===== src/hw/rtl/zzidct_pkg.sv =====
// package for the zigzag 8x8 inverse dct
// holds widths, the zigzag map, the basis table and the state types; no dependencies
package zzidct_pkg;

    localparam int FRAC_BITS  = 13;
    localparam int COEF_W     = 16;
    localparam int BASIS_W    = FRAC_BITS + 2;
    localparam int PART_W     = 34;
    localparam int ACC_W      = 52;
    localparam int SHIFT      = 2 * FRAC_BITS + 2;

    typedef enum logic [1:0] {
        t_ST_LOAD,
        t_ST_ROW,
        t_ST_COL
    } t_state;

    typedef struct packed {
        logic       start;
        logic [0:0] bank;
    } t_blk_req;

    function automatic logic [5:0] zz_to_nat(input logic [5:0] z);
        logic [5:0] r;
        case (z)
            6'd0: r = 6'd0;    6'd1: r = 6'd1;    6'd2: r = 6'd8;    6'd3: r = 6'd16;
            6'd4: r = 6'd9;    6'd5: r = 6'd2;    6'd6: r = 6'd3;    6'd7: r = 6'd10;
            6'd8: r = 6'd17;   6'd9: r = 6'd24;   6'd10: r = 6'd32;  6'd11: r = 6'd25;
            6'd12: r = 6'd18;  6'd13: r = 6'd11;  6'd14: r = 6'd4;   6'd15: r = 6'd5;
            6'd16: r = 6'd12;  6'd17: r = 6'd19;  6'd18: r = 6'd26;  6'd19: r = 6'd33;
            6'd20: r = 6'd40;  6'd21: r = 6'd48;  6'd22: r = 6'd41;  6'd23: r = 6'd34;
            6'd24: r = 6'd27;  6'd25: r = 6'd20;  6'd26: r = 6'd13;  6'd27: r = 6'd6;
            6'd28: r = 6'd7;   6'd29: r = 6'd14;  6'd30: r = 6'd21;  6'd31: r = 6'd28;
            6'd32: r = 6'd35;  6'd33: r = 6'd42;  6'd34: r = 6'd49;  6'd35: r = 6'd56;
            6'd36: r = 6'd57;  6'd37: r = 6'd50;  6'd38: r = 6'd43;  6'd39: r = 6'd36;
            6'd40: r = 6'd29;  6'd41: r = 6'd22;  6'd42: r = 6'd15;  6'd43: r = 6'd23;
            6'd44: r = 6'd30;  6'd45: r = 6'd37;  6'd46: r = 6'd44;  6'd47: r = 6'd51;
            6'd48: r = 6'd58;  6'd49: r = 6'd59;  6'd50: r = 6'd52;  6'd51: r = 6'd45;
            6'd52: r = 6'd38;  6'd53: r = 6'd31;  6'd54: r = 6'd39;  6'd55: r = 6'd46;
            6'd56: r = 6'd53;  6'd57: r = 6'd60;  6'd58: r = 6'd61;  6'd59: r = 6'd54;
            6'd60: r = 6'd47;  6'd61: r = 6'd55;  6'd62: r = 6'd62;  default: r = 6'd63;
        endcase
        return r;
    endfunction

    // cos(m*pi/16) in q32
    function automatic logic [32:0] cos_q32(input logic [3:0] m);
        logic [32:0] r;
        case (m)
            4'd0: r = 33'd4294967296;
            4'd1: r = 33'd4212440704;
            4'd2: r = 33'd3968032378;
            4'd3: r = 33'd3571134792;
            4'd4: r = 33'd3037000500;
            4'd5: r = 33'd2386155981;
            4'd6: r = 33'd1643612827;
            4'd7: r = 33'd837906553;
            default: r = 33'd0;
        endcase
        return r;
    endfunction

    // basis T[x][u] at FRAC_BITS fraction bits
    function automatic logic signed [BASIS_W-1:0] basis(input logic [2:0] x, input logic [2:0] u);
        logic [32:0] mag;
        logic [33:0] rnd;
        logic [4:0]  m;
        logic        neg;
        neg = 1'b0;
        m   = 5'(({2'b0, x, 1'b1} * {2'b0, u}));
        if (u == 3'd0) begin
            mag = cos_q32(4'd4);
        end else begin
            if (m > 5'd16) m = 5'(6'd32 - {1'b0, m});
            if (m > 5'd8) begin
                m   = 5'd16 - m;
                neg = 1'b1;
            end
            mag = cos_q32(m[3:0]);
        end
        rnd = ({1'b0, mag} + (34'd1 << (31 - FRAC_BITS))) >> (32 - FRAC_BITS);
        return neg ? -$signed(BASIS_W'(rnd)) : $signed(BASIS_W'(rnd));
    endfunction

endpackage


===== src/hw/rtl/zzidct_ram.sv =====
// generic single-port-write, registered-read ram
// no dependencies
module zzidct_ram #(
    parameter int WIDTH = 16,
    parameter int DEPTH = 64
) (
    input  logic                     i_clk,
    input  logic                     i_we,
    input  logic [$clog2(DEPTH)-1:0] i_waddr,
    input  logic [WIDTH-1:0]         i_wdata,
    input  logic [$clog2(DEPTH)-1:0] i_raddr,
    output logic [WIDTH-1:0]         o_rdata
);
    logic [WIDTH-1:0] r_mem [DEPTH];
    logic [WIDTH-1:0] r_rdata;

    always_ff @(posedge i_clk) begin
        if (i_we) r_mem[i_waddr] <= i_wdata;
        r_rdata <= r_mem[i_raddr];
    end
    assign o_rdata = r_rdata;
endmodule


===== src/hw/rtl/zzidct_front.sv =====
// front: accepts zigzag coefficients and files them in natural order into a two-bank store
// depends on zzidct_pkg, zzidct_ram
module zzidct_front (
    input  logic                  i_clk,
    input  logic                  i_rst_n,
    input  logic                  i_valid,
    output logic                  o_stall,
    input  logic signed [15:0]    i_coefficient,
    output zzidct_pkg::t_blk_req  o_req,
    input  logic                  i_done,
    input  logic [6:0]            i_raddr,
    output logic signed [15:0]    o_rdata
);
    logic [5:0] r_count;
    logic [0:0] r_bank;
    logic [0:0] r_free;
    logic [1:0] r_full;
    logic       acc;
    logic [6:0] waddr;
    logic [1:0] n_full;

    // bank ahead free only if full flag clear
    assign o_stall = r_full[r_bank];
    assign acc     = i_valid && !o_stall;
    assign waddr   = {r_bank, zzidct_pkg::zz_to_nat(r_count)};
    assign o_req.start = acc && (r_count == 6'd63);
    assign o_req.bank  = r_bank;

    // back starting a block releases the bank of the block before it
    always_comb begin
        n_full = r_full;
        if (i_done) n_full[r_free] = 1'b0;
        if (o_req.start) n_full[r_bank] = 1'b1;
    end

    always_ff @(posedge i_clk) begin
        if (!i_rst_n) begin
            r_count <= '0;
            r_bank  <= '0;
            r_free  <= 1'b1;
            r_full  <= '0;
        end else begin
            r_full <= n_full;
            if (i_done) r_free <= ~r_free;
            if (acc) begin
                r_count <= r_count + 6'd1;
                if (r_count == 6'd63) r_bank <= ~r_bank;
            end
        end
    end

    zzidct_ram #(.WIDTH(zzidct_pkg::COEF_W), .DEPTH(128)) u_coef (
        .i_clk   (i_clk),
        .i_we    (acc),
        .i_waddr (waddr),
        .i_wdata (i_coefficient),
        .i_raddr (i_raddr),
        .o_rdata (o_rdata)
    );

`ifndef SYNTH
    a_start_full: assert property (@(posedge i_clk) disable iff (!i_rst_n)
        o_req.start |=> r_full[$past(r_bank)]) else $error("bank not marked full");
    a_no_write_full: assert property (@(posedge i_clk) disable iff (!i_rst_n)
        acc |-> !r_full[r_bank]) else $error("write into full bank");
    a_bank_flip: assert property (@(posedge i_clk) disable iff (!i_rst_n)
        o_req.start |=> r_bank != $past(r_bank)) else $error("bank did not flip");
`endif
endmodule


===== config.mk =====
export PLATFORM = sky130hd
export DESIGN_NAME = zzidct_front
export DESIGN_NICKNAME = d
export VERILOG_FILES = /design/src/hw/rtl/zzidct_pkg.sv /design/src/hw/rtl/zzidct_ram.sv /design/src/hw/rtl/zzidct_front.sv
export SDC_FILE = /design/constraint.sdc
export NUM_CORES = 2
export LEC_CHECK = 0
export BUFFER_PORTS_ARGS = -buffer_cell sky130_fd_sc_hd__buf_2
export CELL_PAD_IN_SITES_DETAIL_PLACEMENT = 1
export CELL_PAD_IN_SITES_GLOBAL_PLACEMENT = 1
export CORE_UTILIZATION = 30
export DETAILED_ROUTE_END_ITERATION = 10
export PLACE_DENSITY = 0.55
export SETUP_SLACK_MARGIN = 0.3
export SLEW_MARGIN = 0
export SYNTH_ARGS = -nofsm -noshare
export SYNTH_HDL_FRONTEND = slang
export SYNTH_HIERARCHICAL = 1
export SYNTH_SLANG_ARGS = --single-unit
export TNS_END_PERCENT = 10

===== constraint.sdc =====
create_clock -name i_clk -period 10.92 [get_ports i_clk]
set_input_delay 1.092 -clock i_clk [delete_from_list [all_inputs] [get_ports i_clk]]
set_output_delay 1.092 -clock i_clk [all_outputs]
set_load 0.01 [all_outputs]

==> metrics.txt <==
outcome=finished, final reports clean; buffers and inverters on the worst path=3; worst slew pin tran=1.36 ns; IR drop worst, VDD=0.152 mV; Period minus WS final=4.59 ns; P&R area growth vs syn=15.3%; vias post-DR=36900; Crit path largest cell delay=0.81 ns; initial antenna violation count=21; sequential share of power=0.526; Pins Over Slew Limit=0; H-Tree Depth=4; worst hold path type=in -> reg; distinct cell type count of the synthesized netlist=64; Critical Path End Type=flip-flop; Post-Synth Adder-Cell Area=0.00187; Clock power frac=0.427; Die Y=520 µm; Ys Warns=6; largest family of logic cells by synthesized area=multiplexers; Static Leak=28.0 nW; Max stage delay cell, worst path=buf_4; GRT overflow=0; number of port buffers=45; cell count after synthesis=3340; DR DRC count=0; total CTS buffers=210; post_cts resized=0; Tcrit/Tclk final=0.420; startpoint type of the worst setup path=input pin; Die W=520 µm; io pins=46; R2R Path Start=r_bank; R2R setup slack=6.39 ns; Post-Syn Nets=3379; Clock Tree Root=clkbuf_16; Avg Vias per Cell=5.06; switching share of power=0.214; CP Cell Sequence=buf_8, buf_12, buf_4, mux4_2, mux4_2, mux4_2, mux2_2; initial core utilization=0.302; Tot GR Track Use=0.159; Hold Fails Final Rpt=0; Post-layout nets=3605; hold slack final=0.474 ns; power per cell area=181 mW/mm²; Post-synth EDFFs=2048; Routed WL=216000 µm; most used cell, CP=mux4_2; Crit path depth=7; Critical Path AT=5.33 ns; Die Area=0.270 mm²; Bufs on Longest Clock Path=3; top post-synthesis cells by area=edfxtp_1 77%, mux4_2 19%, dfxtp_1 0.80%; post-synthesis compound-gate area fraction=0.00783; Layout Skew=0.0533 ns; Filler Cell Count=25700; switching power=3.58 mW; Max Clk Rate=0.218 GHz; share of layout cells above drive strength 1=0.338; Synth top area share=0.765; Post-Synth XOR/XNOR Area=0.000872; cell internal pwr=13.2 mW; largest area contributor in the netlist=edfxtp_1; drt first pass iters=7; First DRT Iteration DRCs=3490; number of max-cap violations=0; vias in the first global route=38600; flops & latches, synth=2080; Post-DP HPWL=120000 µm; GP Congestion=0.736; syn_area_per_cell=24.1 µm²; area of the core=0.266 mm²; register area share after synthesis=0.773; Hold Buf Count CTS=0; mux contribution to synthesized area=0.192; crit path kind=in -> reg; Clk Latency, worst-skew pair=0.87 ns; TritonCTS clock tree=done; Setup-failing EPs final=0; post-CTS repair timing setup buffer count=0; post-synthesis cell area=0.0803 mm²; wire per inst=29.7 µm; clk sinks=2080; num rows=189; Primary FF master, synth=edfxtp_1; Top delay family on crit path=buffers and inverters; Rel. slew slack=0.0957; largest net degree at the start of global routing=139; worst-case reg-to-reg path depth=6; clock-pin slew on the worst setup and hold paths=0.06 ns; first-pass GRT wire length=305000 µm; CP Launch Point=i_raddr[0]; sum of negative setup slack=0 ns; RR Endpoint=u_coef/r_mem[51][7]; unrepaired setup endpoints after global routing=false; Async SR Flop Fraction=0; combinational share of power=0.048; Synth Area in Simple Gates=0.0138; critical path peak fanout=89; ANT nets after route=0; crit path to=u_coef/o_rdata[9]; Worst Path Required=11.66 ns
==> final cells by class <==
class	instances	area, µm²	area share
Antenna cell	6	15.0	0.000162
Clock buffer	262	5550	0.0599
Clock inverter	126	1250	0.0135
Inverter	17	67.6	0.000729
Multi-Input combinational cell	1059	17700	0.191
Sequential cell	2080	62100	0.671
Tap cell	3533	4420	0.0477
Timing Repair Buffer	198	1520	0.0164
==> layer usage <==
layer  part of all wire  track usage
met5            0.00023            0
met4              0.020       0.0381
met3              0.050       0.0246
met2               0.50        0.264
met1               0.44        0.220
==> cell usage after synthesis (all sizes together), types with 2 or more instances <==
master     n
nand2     39
o31ai      3
or4        3
o41ai      2
buf       87
a21o       3
o21ai     19
a221oi     4
a21boi     2
nand3     20
and3       3
xnor2      7
nand2b     7
nand4      7
a21oi     20
mux2      17
a31oi      5
o221ai     2
ha        12
nor2     139
mux4     672
nor4       4
a311oi     3
a32oi      4
dfxtp     32
a221o      2
and2       3
mux2i      6
inv       14
o211ai     3
nor2b      9
or3        2
clkinv     3
nor3      13
edfxtp  2048
clkbuf    97
a22oi      3
nand3b     2
o22ai      4
==> cells by family (layout without fill, tap and decap cells) <==
| kind of cell | after synthesis | in the layout |
|---|---|---|
| adders and majority gates | 12 | 12 |
| buffers and inverters | 201 | 603 |
| other | 0 | 6 |
| AOI/OAI and AO/OA | 91 | 91 |
| DFF | 2080 | 2080 |
| xor gates and xnor gates | 8 | 8 |
| muxes | 695 | 695 |
| and+or+nand+nor | 253 | 253 |
==> how the worst min path moves through the flow <==
stage | from | endpoint | slack [ns] | cells after the start
detailed placement | r_full[0] | r_full[0] | 0.51 | 2
finish | i_done | r_free | 0.47 | 3
global placement | r_full[0] | r_full[0] | 0.51 | 2
CTS | i_done | r_free | 0.39 | 3
floorplan | r_free | r_free | 0.48 | 2
global route | i_done | r_free | 0.46 | 3
==> placed cells by master (no fill, tap or decap), drive strengths merged, types with 3 or more instances in the layout <==
cell and instances:
bufinv 20, o211ai 3, a32oi 4, mux2 17, inv 25, xnor2 7, ha 12, a21o 3
o31ai 3, nand3 20, a311oi 3, mux2i 6, nor3 13, nor2b 9, o21ai 19, and2 3
o22ai 4, nand2b 7, clkbuf 262, nor2 139, clkinv 97, a22oi 3, nand4 7, edfxtp 2048
nor4 4, diode 6, or4 3, buf 198, and3 3, a31oi 5, nand2 39, mux4 672
a21oi 20, a221oi 4, dfxtp 32
==> power by group through the flow <==
stage	registers [mW]	clock network (mW)	logic (mW)
global placement	8.99	0	0.806
global route	8.81	7.57	0.848
floorplan	8.97	0	0.437
detailed placement	8.99	0	0.818
CTS	8.82	7.33	0.819
finish	8.82	7.15	0.800
==> per-stage QoR <==
step / setup slack (ns) / instances / power [mW] / cell area [µm²] / utilization
finish: 6.33 / 7281 / 16.8 / 92600 / 0.349
global route: 6.03 / 7276 / 17.2 / 92600 / 0.348
CTS: 6.26 / 7275 / 17.0 / 92600 / 0.348
detailed placement: 5.30 / 6887 / 9.81 / 85800 / 0.323
global placement: 5.28 / 6887 / 9.79 / 85800 / 0.323
floorplan: 7.04 / 3340 / 9.41 / 80300 / -
==> tightest hold or removal path, cell delays in order <==
cell and delay (ns):
buf_2 0.11, xnor2_1 0.06, nand2_1 0.05
==> flip-flops by register name, indices dropped and copies added (netlist names) <==
name            count
u_coef/o_rdata     16
r_count             6
u_coef/r_mem     2048
r_free              1
waddr               6
r_bank              1
r_full              2
Power figures use the tool's default switching activity.
