<file path="src/hw/rtl/zzidct_pkg.sv">
// package for the zigzag 8x8 inverse dct
// holds widths, the zigzag map, the basis table and the state types; no dependencies
package zzidct_pkg;

    localparam int FRAC_BITS  = 13;
    localparam int COEF_W     = 16;
    localparam int BASIS_W    = FRAC_BITS + 2;
    localparam int PART_W     = 34;
    localparam int ACC_W      = 52;
    localparam int SHIFT      = 2 * FRAC_BITS + 2;

    typedef enum logic [1:0] {
        t_ST_LOAD,
        t_ST_ROW,
        t_ST_COL
    } t_state;

    typedef struct packed {
        logic       start;
        logic [0:0] bank;
    } t_blk_req;

    function automatic logic [5:0] zz_to_nat(input logic [5:0] z);
        logic [5:0] r;
        case (z)
            6'd0: r = 6'd0;    6'd1: r = 6'd1;    6'd2: r = 6'd8;    6'd3: r = 6'd16;
            6'd4: r = 6'd9;    6'd5: r = 6'd2;    6'd6: r = 6'd3;    6'd7: r = 6'd10;
            6'd8: r = 6'd17;   6'd9: r = 6'd24;   6'd10: r = 6'd32;  6'd11: r = 6'd25;
            6'd12: r = 6'd18;  6'd13: r = 6'd11;  6'd14: r = 6'd4;   6'd15: r = 6'd5;
            6'd16: r = 6'd12;  6'd17: r = 6'd19;  6'd18: r = 6'd26;  6'd19: r = 6'd33;
            6'd20: r = 6'd40;  6'd21: r = 6'd48;  6'd22: r = 6'd41;  6'd23: r = 6'd34;
            6'd24: r = 6'd27;  6'd25: r = 6'd20;  6'd26: r = 6'd13;  6'd27: r = 6'd6;
            6'd28: r = 6'd7;   6'd29: r = 6'd14;  6'd30: r = 6'd21;  6'd31: r = 6'd28;
            6'd32: r = 6'd35;  6'd33: r = 6'd42;  6'd34: r = 6'd49;  6'd35: r = 6'd56;
            6'd36: r = 6'd57;  6'd37: r = 6'd50;  6'd38: r = 6'd43;  6'd39: r = 6'd36;
            6'd40: r = 6'd29;  6'd41: r = 6'd22;  6'd42: r = 6'd15;  6'd43: r = 6'd23;
            6'd44: r = 6'd30;  6'd45: r = 6'd37;  6'd46: r = 6'd44;  6'd47: r = 6'd51;
            6'd48: r = 6'd58;  6'd49: r = 6'd59;  6'd50: r = 6'd52;  6'd51: r = 6'd45;
            6'd52: r = 6'd38;  6'd53: r = 6'd31;  6'd54: r = 6'd39;  6'd55: r = 6'd46;
            6'd56: r = 6'd53;  6'd57: r = 6'd60;  6'd58: r = 6'd61;  6'd59: r = 6'd54;
            6'd60: r = 6'd47;  6'd61: r = 6'd55;  6'd62: r = 6'd62;  default: r = 6'd63;
        endcase
        return r;
    endfunction

    // cos(m*pi/16) in q32
    function automatic logic [32:0] cos_q32(input logic [3:0] m);
        logic [32:0] r;
        case (m)
            4'd0: r = 33'd4294967296;
            4'd1: r = 33'd4212440704;
            4'd2: r = 33'd3968032378;
            4'd3: r = 33'd3571134792;
            4'd4: r = 33'd3037000500;
            4'd5: r = 33'd2386155981;
            4'd6: r = 33'd1643612827;
            4'd7: r = 33'd837906553;
            default: r = 33'd0;
        endcase
        return r;
    endfunction

    // basis T[x][u] at FRAC_BITS fraction bits
    function automatic logic signed [BASIS_W-1:0] basis(input logic [2:0] x, input logic [2:0] u);
        logic [32:0] mag;
        logic [33:0] rnd;
        logic [4:0]  m;
        logic        neg;
        neg = 1'b0;
        m   = 5'(({2'b0, x, 1'b1} * {2'b0, u}));
        if (u == 3'd0) begin
            mag = cos_q32(4'd4);
        end else begin
            if (m > 5'd16) m = 5'(6'd32 - {1'b0, m});
            if (m > 5'd8) begin
                m   = 5'd16 - m;
                neg = 1'b1;
            end
            mag = cos_q32(m[3:0]);
        end
        rnd = ({1'b0, mag} + (34'd1 << (31 - FRAC_BITS))) >> (32 - FRAC_BITS);
        return neg ? -$signed(BASIS_W'(rnd)) : $signed(BASIS_W'(rnd));
    endfunction

endpackage

</file>
<file path="src/hw/rtl/zzidct_ram.sv">
// generic single-port-write, registered-read ram
// no dependencies
module zzidct_ram #(
    parameter int WIDTH = 16,
    parameter int DEPTH = 64
) (
    input  logic                     i_clk,
    input  logic                     i_we,
    input  logic [$clog2(DEPTH)-1:0] i_waddr,
    input  logic [WIDTH-1:0]         i_wdata,
    input  logic [$clog2(DEPTH)-1:0] i_raddr,
    output logic [WIDTH-1:0]         o_rdata
);
    logic [WIDTH-1:0] r_mem [DEPTH];
    logic [WIDTH-1:0] r_rdata;

    always_ff @(posedge i_clk) begin
        if (i_we) r_mem[i_waddr] <= i_wdata;
        r_rdata <= r_mem[i_raddr];
    end
    assign o_rdata = r_rdata;
endmodule

</file>
<file path="src/hw/rtl/zzidct_back.sv">
// back: a shared accumulator runs the row pass then the column pass and streams samples
// depends on zzidct_pkg, zzidct_ram
module zzidct_back (
    input  logic                  i_clk,
    input  logic                  i_rst_n,
    input  logic                  i_start,
    input  logic [0:0]            i_bank,
    output logic                  o_done,
    output logic [6:0]            o_raddr,
    input  logic signed [15:0]    i_rdata,
    output logic                  o_valid,
    input  logic                  i_stall,
    output logic signed [15:0]    o_sample,
    output logic [2:0]            o_row,
    output logic [2:0]            o_col,
    output logic                  o_last_of_block
);
    localparam int PW = zzidct_pkg::PART_W;
    localparam int AW = zzidct_pkg::ACC_W;

    zzidct_pkg::t_state r_state, n_state;
    logic [0:0] r_bank;
    logic       r_pend;
    logic [0:0] r_pbank;
    // index: {outer(6), k(3)} where outer = {a,b}
    logic [8:0] r_idx, n_idx;
    logic [8:0] r_idx_d;
    logic       r_vld_d;
    logic       r_vld_m;
    logic [8:0] r_idx_m;
    logic signed [PW-1:0] r_prod_r;
    logic signed [AW-1:0] r_prod_c;
    logic signed [AW-1:0] r_acc;
    logic signed [PW-1:0] part_rd;
    logic signed [zzidct_pkg::BASIS_W-1:0] w_row, w_col;
    logic signed [PW-1:0] prod_r;
    logic signed [AW-1:0] prod_c;
    logic [5:0] p_raddr;
    logic       p_we;
    logic [5:0] p_waddr;
    logic       issue;
    logic       r_ov;
    logic signed [15:0] r_os;
    logic [2:0] r_orow, r_ocol;
    logic       r_olast;
    logic       fin;
    logic signed [AW-1:0] s_total, mag, q;
    logic signed [15:0] sat;
    logic       r_colmode_d, r_colmode_m;
    logic       fin_o;

    // row pass: idx={u,j,v}; coef at {u,v}; partial addr {u,j}
    // col pass: idx={i,j,u}; partial at {u,j}
    assign o_raddr = {r_bank, r_idx[8:6], r_idx[2:0]};
    assign p_raddr = {r_idx[2:0], r_idx[5:3]};

    always_comb begin
        n_state = r_state;
        n_idx   = r_idx;
        issue   = 1'b0;
        o_done  = 1'b0;
        unique case (r_state)
            zzidct_pkg::t_ST_LOAD: begin
                if (r_pend || i_start) begin
                    n_state = zzidct_pkg::t_ST_ROW;
                    n_idx   = '0;
                    o_done  = 1'b1;
                end
            end
            zzidct_pkg::t_ST_ROW: begin
                issue = 1'b1;
                n_idx = r_idx + 9'd1;
                if (r_idx == 9'd511) begin
                    n_state = zzidct_pkg::t_ST_COL;
                end
            end
            zzidct_pkg::t_ST_COL: begin
                // one column sum per group of eight products, then a drain; stall holds issue at group start
                if (!(r_idx[2:0] == 3'd0 && (r_ov && i_stall || r_vld_d || r_vld_m))
                    || r_idx == 9'd0 && !r_vld_d && !r_vld_m && !(r_ov && i_stall)) begin
                    issue = !(r_idx == 9'd0 && fin);
                end
                if (r_idx == 9'd0 && fin) begin
                    issue = 1'b0;
                end
                if (issue) n_idx = r_idx + 9'd1;
                if (issue && r_idx == 9'd511) n_state = zzidct_pkg::t_ST_LOAD;
            end
            default: n_state = zzidct_pkg::t_ST_LOAD;
        endcase
    end

    assign fin = 1'b0;

    // stage d: ram data valid; stage m: product valid
    always_ff @(posedge i_clk) begin
        if (!i_rst_n) begin
            r_state <= zzidct_pkg::t_ST_LOAD;
            r_idx   <= '0;
            r_pend  <= 1'b0;
            r_vld_d <= 1'b0;
            r_vld_m <= 1'b0;
            r_ov    <= 1'b0;
            r_bank  <= '0;
            r_pbank <= '0;
        end else begin
            r_state <= n_state;
            r_idx   <= n_idx;
            r_vld_d <= issue;
            r_vld_m <= r_vld_d;
            if (i_start && r_state != zzidct_pkg::t_ST_LOAD) begin
                r_pend  <= 1'b1;
                r_pbank <= i_bank;
            end else if (r_state == zzidct_pkg::t_ST_LOAD && (r_pend || i_start)) begin
                r_pend <= 1'b0;
            end
            if (r_state == zzidct_pkg::t_ST_LOAD) begin
                if (r_pend) r_bank <= r_pbank;
                else if (i_start) r_bank <= i_bank;
            end
            if (fin_o) r_ov <= 1'b1;
            else if (!i_stall) r_ov <= 1'b0;
        end
    end

    assign w_row  = zzidct_pkg::basis(r_idx_d[5:3], r_idx_d[2:0]);
    assign w_col  = zzidct_pkg::basis(r_idx_d[8:6], r_idx_d[2:0]);
    assign prod_r = i_rdata * w_row;
    assign prod_c = part_rd * w_col;

    always_ff @(posedge i_clk) begin
        r_idx_d     <= r_idx;
        r_colmode_d <= (r_state == zzidct_pkg::t_ST_COL);
        r_idx_m     <= r_idx_d;
        r_colmode_m <= r_colmode_d;
        r_prod_r    <= prod_r;
        r_prod_c    <= prod_c;
    end

    always_ff @(posedge i_clk) begin
        if (!i_rst_n) begin
            r_acc <= '0;
        end else if (r_vld_m) begin
            if (r_idx_m[2:0] == 3'd0)
                r_acc <= r_colmode_m ? r_prod_c : AW'(r_prod_r);
            else
                r_acc <= r_acc + (r_colmode_m ? r_prod_c : AW'(r_prod_r));
        end
    end

    // final term folded into total combinationally, without going through the accumulator
    assign s_total = (r_idx_m[2:0] == 3'd0) ? (r_colmode_m ? r_prod_c : AW'(r_prod_r))
                   : r_acc + (r_colmode_m ? r_prod_c : AW'(r_prod_r));
    assign p_we    = r_vld_m && !r_colmode_m && r_idx_m[2:0] == 3'd7;
    assign p_waddr = {r_idx_m[8:6], r_idx_m[5:3]};
    assign fin_o   = r_vld_m && r_colmode_m && r_idx_m[2:0] == 3'd7;

    assign mag = s_total[AW-1] ? -s_total : s_total;
    always_comb begin
        q = mag >>> zzidct_pkg::SHIFT;
        if (s_total[AW-1]) q = -q;
        if (q > 52'sd32767) sat = 16'sd32767;
        else if (q < -52'sd32768) sat = -16'sd32768;
        else sat = q[15:0];
    end

    always_ff @(posedge i_clk) begin
        if (fin_o) begin
            r_os    <= sat;
            r_orow  <= r_idx_m[8:6];
            r_ocol  <= r_idx_m[5:3];
            r_olast <= r_idx_m[8:3] == 6'd63;
        end
    end

    zzidct_ram #(.WIDTH(PW), .DEPTH(64)) u_part (
        .i_clk   (i_clk),
        .i_we    (p_we),
        .i_waddr (p_waddr),
        .i_wdata (PW'(s_total)),
        .i_raddr (p_raddr),
        .o_rdata (part_rd)
    );

    assign o_valid         = r_ov;
    assign o_sample        = r_os;
    assign o_row           = r_orow;
    assign o_col           = r_ocol;
    assign o_last_of_block = r_olast;

`ifndef SYNTH
    a_no_overwrite: assert property (@(posedge i_clk) disable iff (!i_rst_n)
        fin_o |-> !(r_ov && i_stall)) else $error("output overwritten while stalled");
    a_start_row: assert property (@(posedge i_clk) disable iff (!i_rst_n)
        o_done |=> r_state == zzidct_pkg::t_ST_ROW) else $error("block start lost");
    a_pend_once: assert property (@(posedge i_clk) disable iff (!i_rst_n)
        r_pend |-> !(i_start && r_state != zzidct_pkg::t_ST_LOAD))
        else $error("second pending block");
`endif
endmodule

</file>
<file path="config.mk">
export PLATFORM = sky130hd
export DESIGN_NAME = zzidct_back
export DESIGN_NICKNAME = d
export VERILOG_FILES = /design/src/hw/rtl/zzidct_pkg.sv /design/src/hw/rtl/zzidct_ram.sv /design/src/hw/rtl/zzidct_back.sv
export SDC_FILE = /design/constraint.sdc
export NUM_CORES = 2
export LEC_CHECK = 0
export BUFFER_PORTS_ARGS = -buffer_cell sky130_fd_sc_hd__buf_2
export CORE_MARGIN = 4
export CORE_UTILIZATION = 30
export DETAILED_ROUTE_END_ITERATION = 8
export GPL_TIMING_DRIVEN = 0
export SETUP_SLACK_MARGIN = 0.02
export SYNTH_ARGS = -nofsm -noshare
export SYNTH_HDL_FRONTEND = slang
export SYNTH_SLANG_ARGS = --single-unit
</file>
<file path="constraint.sdc">
create_clock -name i_clk -period 15.9 [get_ports i_clk]
set_clock_uncertainty 0.2 [all_clocks]
set_input_delay 1.59 -clock i_clk [delete_from_list [all_inputs] [get_ports i_clk]]
set_output_delay 1.59 -clock i_clk [all_outputs]
set_load 0.05 [all_outputs]
</file>
==> tab_implementation.tex <==
\begin{tabular}{lr}
\hline
Metric & Value \\
\hline
\multicolumn{2}{l}{\textbf{Routing}} \\
\quad Number of detailed-route iterations in the first pass & 8 \\
\quad Met2 Wirelength & between 150000 and 200000 µm \\
\quad Number of remaining DRC errors & 0 \\
\quad Post-route ant nets & 0 \\
\quad DR WL met3 & 30400 µm \\
\quad Avg WL per Cell & 26.7 µm \\
\quad Via density per instance & approximately 5.1 \\
\quad Via Count & about 71000 \\
\quad Total length of routed wires & 370000 µm \\
\quad First-iteration detailed-routing DRC count & 8757 \\
\quad Uppermost routed layer & met5 \\
\quad Routed metal-1 wirelength & around 150000 µm \\
\multicolumn{2}{l}{\textbf{Timing}} \\
\quad Pins Over Slew Limit & 10 \\
\quad Hold Fails Final Rpt & 0 \\
\quad Finish-stage setup viols & 0 \\
\quad Final critical-path share of the clock period & between 90\% and 100\% \\
\quad Max-slew headroom at the worst pin & -0.0794\% \\
\quad Worst-margin pin slew & between 1500 and 2000 ps \\
\quad Crit path time final & 15180 ps \\
\quad Post-layout worst setup margin & just over 700 ps \\
\quad Fmax achieved & around 66 MHz \\
\quad Setup repair after global routing missed its margin & no \\
\multicolumn{2}{l}{\textbf{Synthesis}} \\
\quad Average footprint of a synthesized cell & between 15 and 20 µm² \\
\quad Synthesis Warnings & 0 \\
\quad Flops \& latches, synth & about 2400 \\
\quad Synth area leader & edfxtp\_1 \\
\quad Share of the yosys chip area belonging to registers & a little under three fifths \\
\quad Netlist area before placement & 122000 µm² \\
\quad Number of nets in the synthesized netlist & about 8800 \\
\quad Biggest area contributors in the synthesized netlist & edfxtp\_1 54\%, mux4\_2 13\%, fa\_1 12\% \\
\quad Post-synth EDFFs & about 2200 \\
\quad Cells after synthesis & 7804 \\
\quad Share of synthesized registers carrying an async set or reset & 0\% \\
\quad Top FF cell, synth & edfxtp\_1 \\
\quad Count of unique library cells instantiated by Yosys & 99 \\
\quad Area share of the leading cell type in the synthesized netlist & a little over half \\
\multicolumn{2}{l}{\textbf{Job}} \\
\quad Maxcap violations & 1 \\
\multicolumn{2}{l}{\textbf{Cells and area}} \\
\quad Fraction of layout instances using a drive strength above 1 & between 10\% and 20\% \\
\quad Final \#Nets & approximately 9200 \\
\quad Area Overhead vs Synth & 15.4\% \\
\multicolumn{2}{l}{\textbf{Worst hold path}} \\
\quad Hold path startpoint & r\_colmode\_d \\
\quad Number of instances on the worst hold path & 0 \\
\quad Worst hold path endpoint & r\_colmode\_m \\
\quad Hold crit path type & reg2reg \\
\multicolumn{2}{l}{\textbf{Critical path}} \\
\quad Reg2Reg Setup Slack & 720 ps \\
\quad Largest stage delay on the critical path & 740 ps \\
\quad End of the worst register-to-register path & r\_prod\_c[48] \\
\quad CP Data Arrival Time & about 16000 ps \\
\quad Launch point of the worst reg-to-reg path & r\_idx\_d[0] \\
\quad Startpoint type of the worst setup path & flip-flop \\
\quad Endpoint kind of the worst setup timing path & flip-flop \\
\quad Category of the critical setup timing path & reg2reg \\
\quad Worst Path Required & approximately 16000 ps \\
\quad Most frequent CP cell & fa\_1 \\
\quad Crit path max-delay cell type & clkbuf\_1 \\
\quad Maximum net fanout on the critical path & 10 \\
\quad Worst r2r path cells & 50 \\
\multicolumn{2}{l}{\textbf{Status}} \\
\quad Result of the run & complete, but fails checks \\
\quad Violations in the final reports & max-capacitance violations, max-slew violations \\
\multicolumn{2}{l}{\textbf{Global route}} \\
\quad Largest net degree at the start of global routing & 69 \\
\quad Global-route wire length before repair & 532000 µm \\
\quad Global route total overflow & 0 \\
\quad Global-route total usage across every layer & $\sim$18\% \\
\quad Via count of the first global-routing pass & approximately 73000 \\
\quad Antenna violations before repair & 25 \\
\multicolumn{2}{l}{\textbf{Floorplanning}} \\
\quad Row count & $\sim$230 \\
\quad Die area & 417000 µm² \\
\quad Count of boundary I/O pins & 53 \\
\quad CORE AREA & 406000 µm² \\
\quad Chip height & 646 µm \\
\quad Initial core utilization & 30.1\% \\
\quad Die width & approximately 650 µm \\
\multicolumn{2}{l}{\textbf{Clock tree}} \\
\quad Worst-Skew Late Latency & between 900 and 1000 ps \\
\quad Reg clk slew, reported paths & about 60 ps \\
\quad Sinks on Clock Net & 2402 \\
\quad CTS Buffer Depth & 4 \\
\quad CTS Root Buffer Type & clkbuf\_16 \\
\quad Hold buffer count at CTS & 0 \\
\quad Number of buffers added by the clock tree synthesis step & about 240 \\
\quad Clock tree from TritonCTS & done \\
\quad CTS H-tree depth & 4 \\
\multicolumn{2}{l}{\textbf{Placed design}} \\
\quad Placement-stage worst setup slack & -1440 ps \\
\quad Count of buffers from port buffering & 52 \\
\quad Dpl hpwl & approximately 270000 µm \\
\quad Routability congestion estimate from global placement & 0.906 \\
\hline
\end{tabular}
## cells by family after synthesis
group | after synthesis | synth area share [%]
DFF | 2402 | 57.4
and+or+nand+nor | 1677 | 6.33
buffers and inverters | 1189 | 3.71
adders and majority gates | 988 | 14.5
muxes | 772 | 13.5
AOI/OAI and AO/OA | 605 | 3.30
xor gates and xnor gates | 171 | 1.24
## critical path: cells and delay by family, from the launching register on
kind,cells,cell delay [ps]
and+or+nand+nor,8,1560
DFF,1,440
adders and majority gates,13,5730
AOI/OAI and AO/OA,14,3430
buffers and inverters,10,2150
xor gates and xnor gates,5,1490
## repair_timing
action,CTS,global route
pin swaps,1,2
gates cloned,0,0
setup endpoints to repair,16,10
resized for setup,40,40
buffers inserted,7,3
## state kept, by name, summed over array words and instances (netlist names), 16 cells and up
name and cells:
u_part.r_mem 2176, r_acc 52, r_prod_c 49, u_part.o_rdata 34, r_prod_r 31, o_sample 16
## per-stage QoR
| step | instances | instance area [µm²] | utilization (%) | hold slack (ps) | TNS (ps) |
|---|---|---|---|---|---|
| after floorplan | 7804 | 122000 | - | 110 | 0 |
| after global placement | 13284 | 129000 | 31.8 | 122 | -27240 |
| after detailed placement | 13407 | 132000 | 32.6 | 119 | -9570 |
| after CTS | 13861 | 141000 | 34.7 | 134 | 0 |
| after global routing | 13864 | 141000 | 34.7 | 152 | 0 |
| final | 13870 | 141000 | 34.7 | 135 | 0 |
## per-layer routing
metal	vias to the layer above	GRT usage [%]
met1	37776	23.3
li1	29433	-
met5	-	0
met2	3307	28.3
met3	730	3.20
met4	14	7.00
## cells in the mapped netlist (7+ instances only)
| library cell | instances |
|---|---|
| and2_1 | 223 |
| nor3b_1 | 8 |
| and3_1 | 39 |
| nand2b_1 | 19 |
| nor4_1 | 13 |
| nand4_1 | 40 |
| or2_2 | 13 |
| a41oi_1 | 7 |
| nor2_1 | 313 |
| o211ai_1 | 11 |
| ha_1 | 276 |
| nor2b_1 | 32 |
| or3_1 | 36 |
| nand3b_1 | 11 |
| o21bai_1 | 24 |
| buf_1 | 71 |
| o21ai_1 | 21 |
| a211o_1 | 11 |
| nand3_1 | 51 |
| edfxtp_1 | 2199 |
| mux2i_1 | 47 |
| a21boi_0 | 8 |
| o31a_1 | 9 |
| a21o_1 | 45 |
| mux2_2 | 24 |
| a21oi_1 | 178 |
| dfxtp_1 | 203 |
| a211oi_1 | 33 |
| buf_4 | 7 |
| a31oi_1 | 44 |
| mux4_2 | 700 |
| inv_1 | 808 |
| clkbuf_1 | 276 |
| o21ai_0 | 94 |
| o21a_1 | 26 |
| nand2_1 | 779 |
| xor2_1 | 46 |
| fa_1 | 712 |
| buf_2 | 19 |
| nor3_1 | 60 |
| xnor2_1 | 124 |
| o31ai_1 | 19 |
## worst max-delay path by stage
| stage | to | start | cells past startpoint |
|---|---|---|---|
| finish | r_prod_c[48] | r_idx_d[0] | 50 |
| global route | r_prod_c[48] | r_idx_d[0] | 55 |
| CTS | r_prod_c[47] | r_idx_d[0] | 56 |
| detailed placement | r_prod_c[47] | r_idx_d[0] | 54 |
| global placement | o_sample[1] | r_colmode_m | 32 |
| floorplan | r_prod_c[47] | r_idx_d[0] | 56 |
## area by class of cell
type,count,area (µm²)
Fill cell,38464,265000
Sequential cell,2402,70100
Multi-Input combinational cell,4213,48500
Tap cell,5428,6790
Clock buffer,291,6340
Inverter,814,3060
Timing Repair Buffer,185,2860
Clock inverter,157,1770
Buffer,374,1520
Antenna cell,6,15.0
## layout by cell type (no fill, tap or decap), types with 19 or more instances in the layout
cell          n
a211oi_1     33
a21o_1       43
a21oi_1     174
a31oi_1      43
and2_1      223
and3_1       39
buf_1        64
buf_12      109
buf_2        76
bufinv_16    35
clkbuf_1    288
clkbuf_16   244
clkbuf_2     26
clkinv_1     49
clkinv_2     47
dfxtp_1     202
edfxtp_1   2199
fa_1        712
ha_1        276
inv_1       803
mux2_2       24
mux2i_1      43
mux4_2      700
nand2_1     777
nand2b_1     19
nand3_1      51
nand4_1      40
nor2_1      247
nor2_4       65
nor2b_1      31
nor3_1       59
o21a_1       25
o21ai_0      83
o21bai_1     24
or3_1        36
xnor2_1     117
xor2_1       41
Power is not shown: default switching activity piles up to over one toggle a cycle in this logic, so the estimate is an artifact.
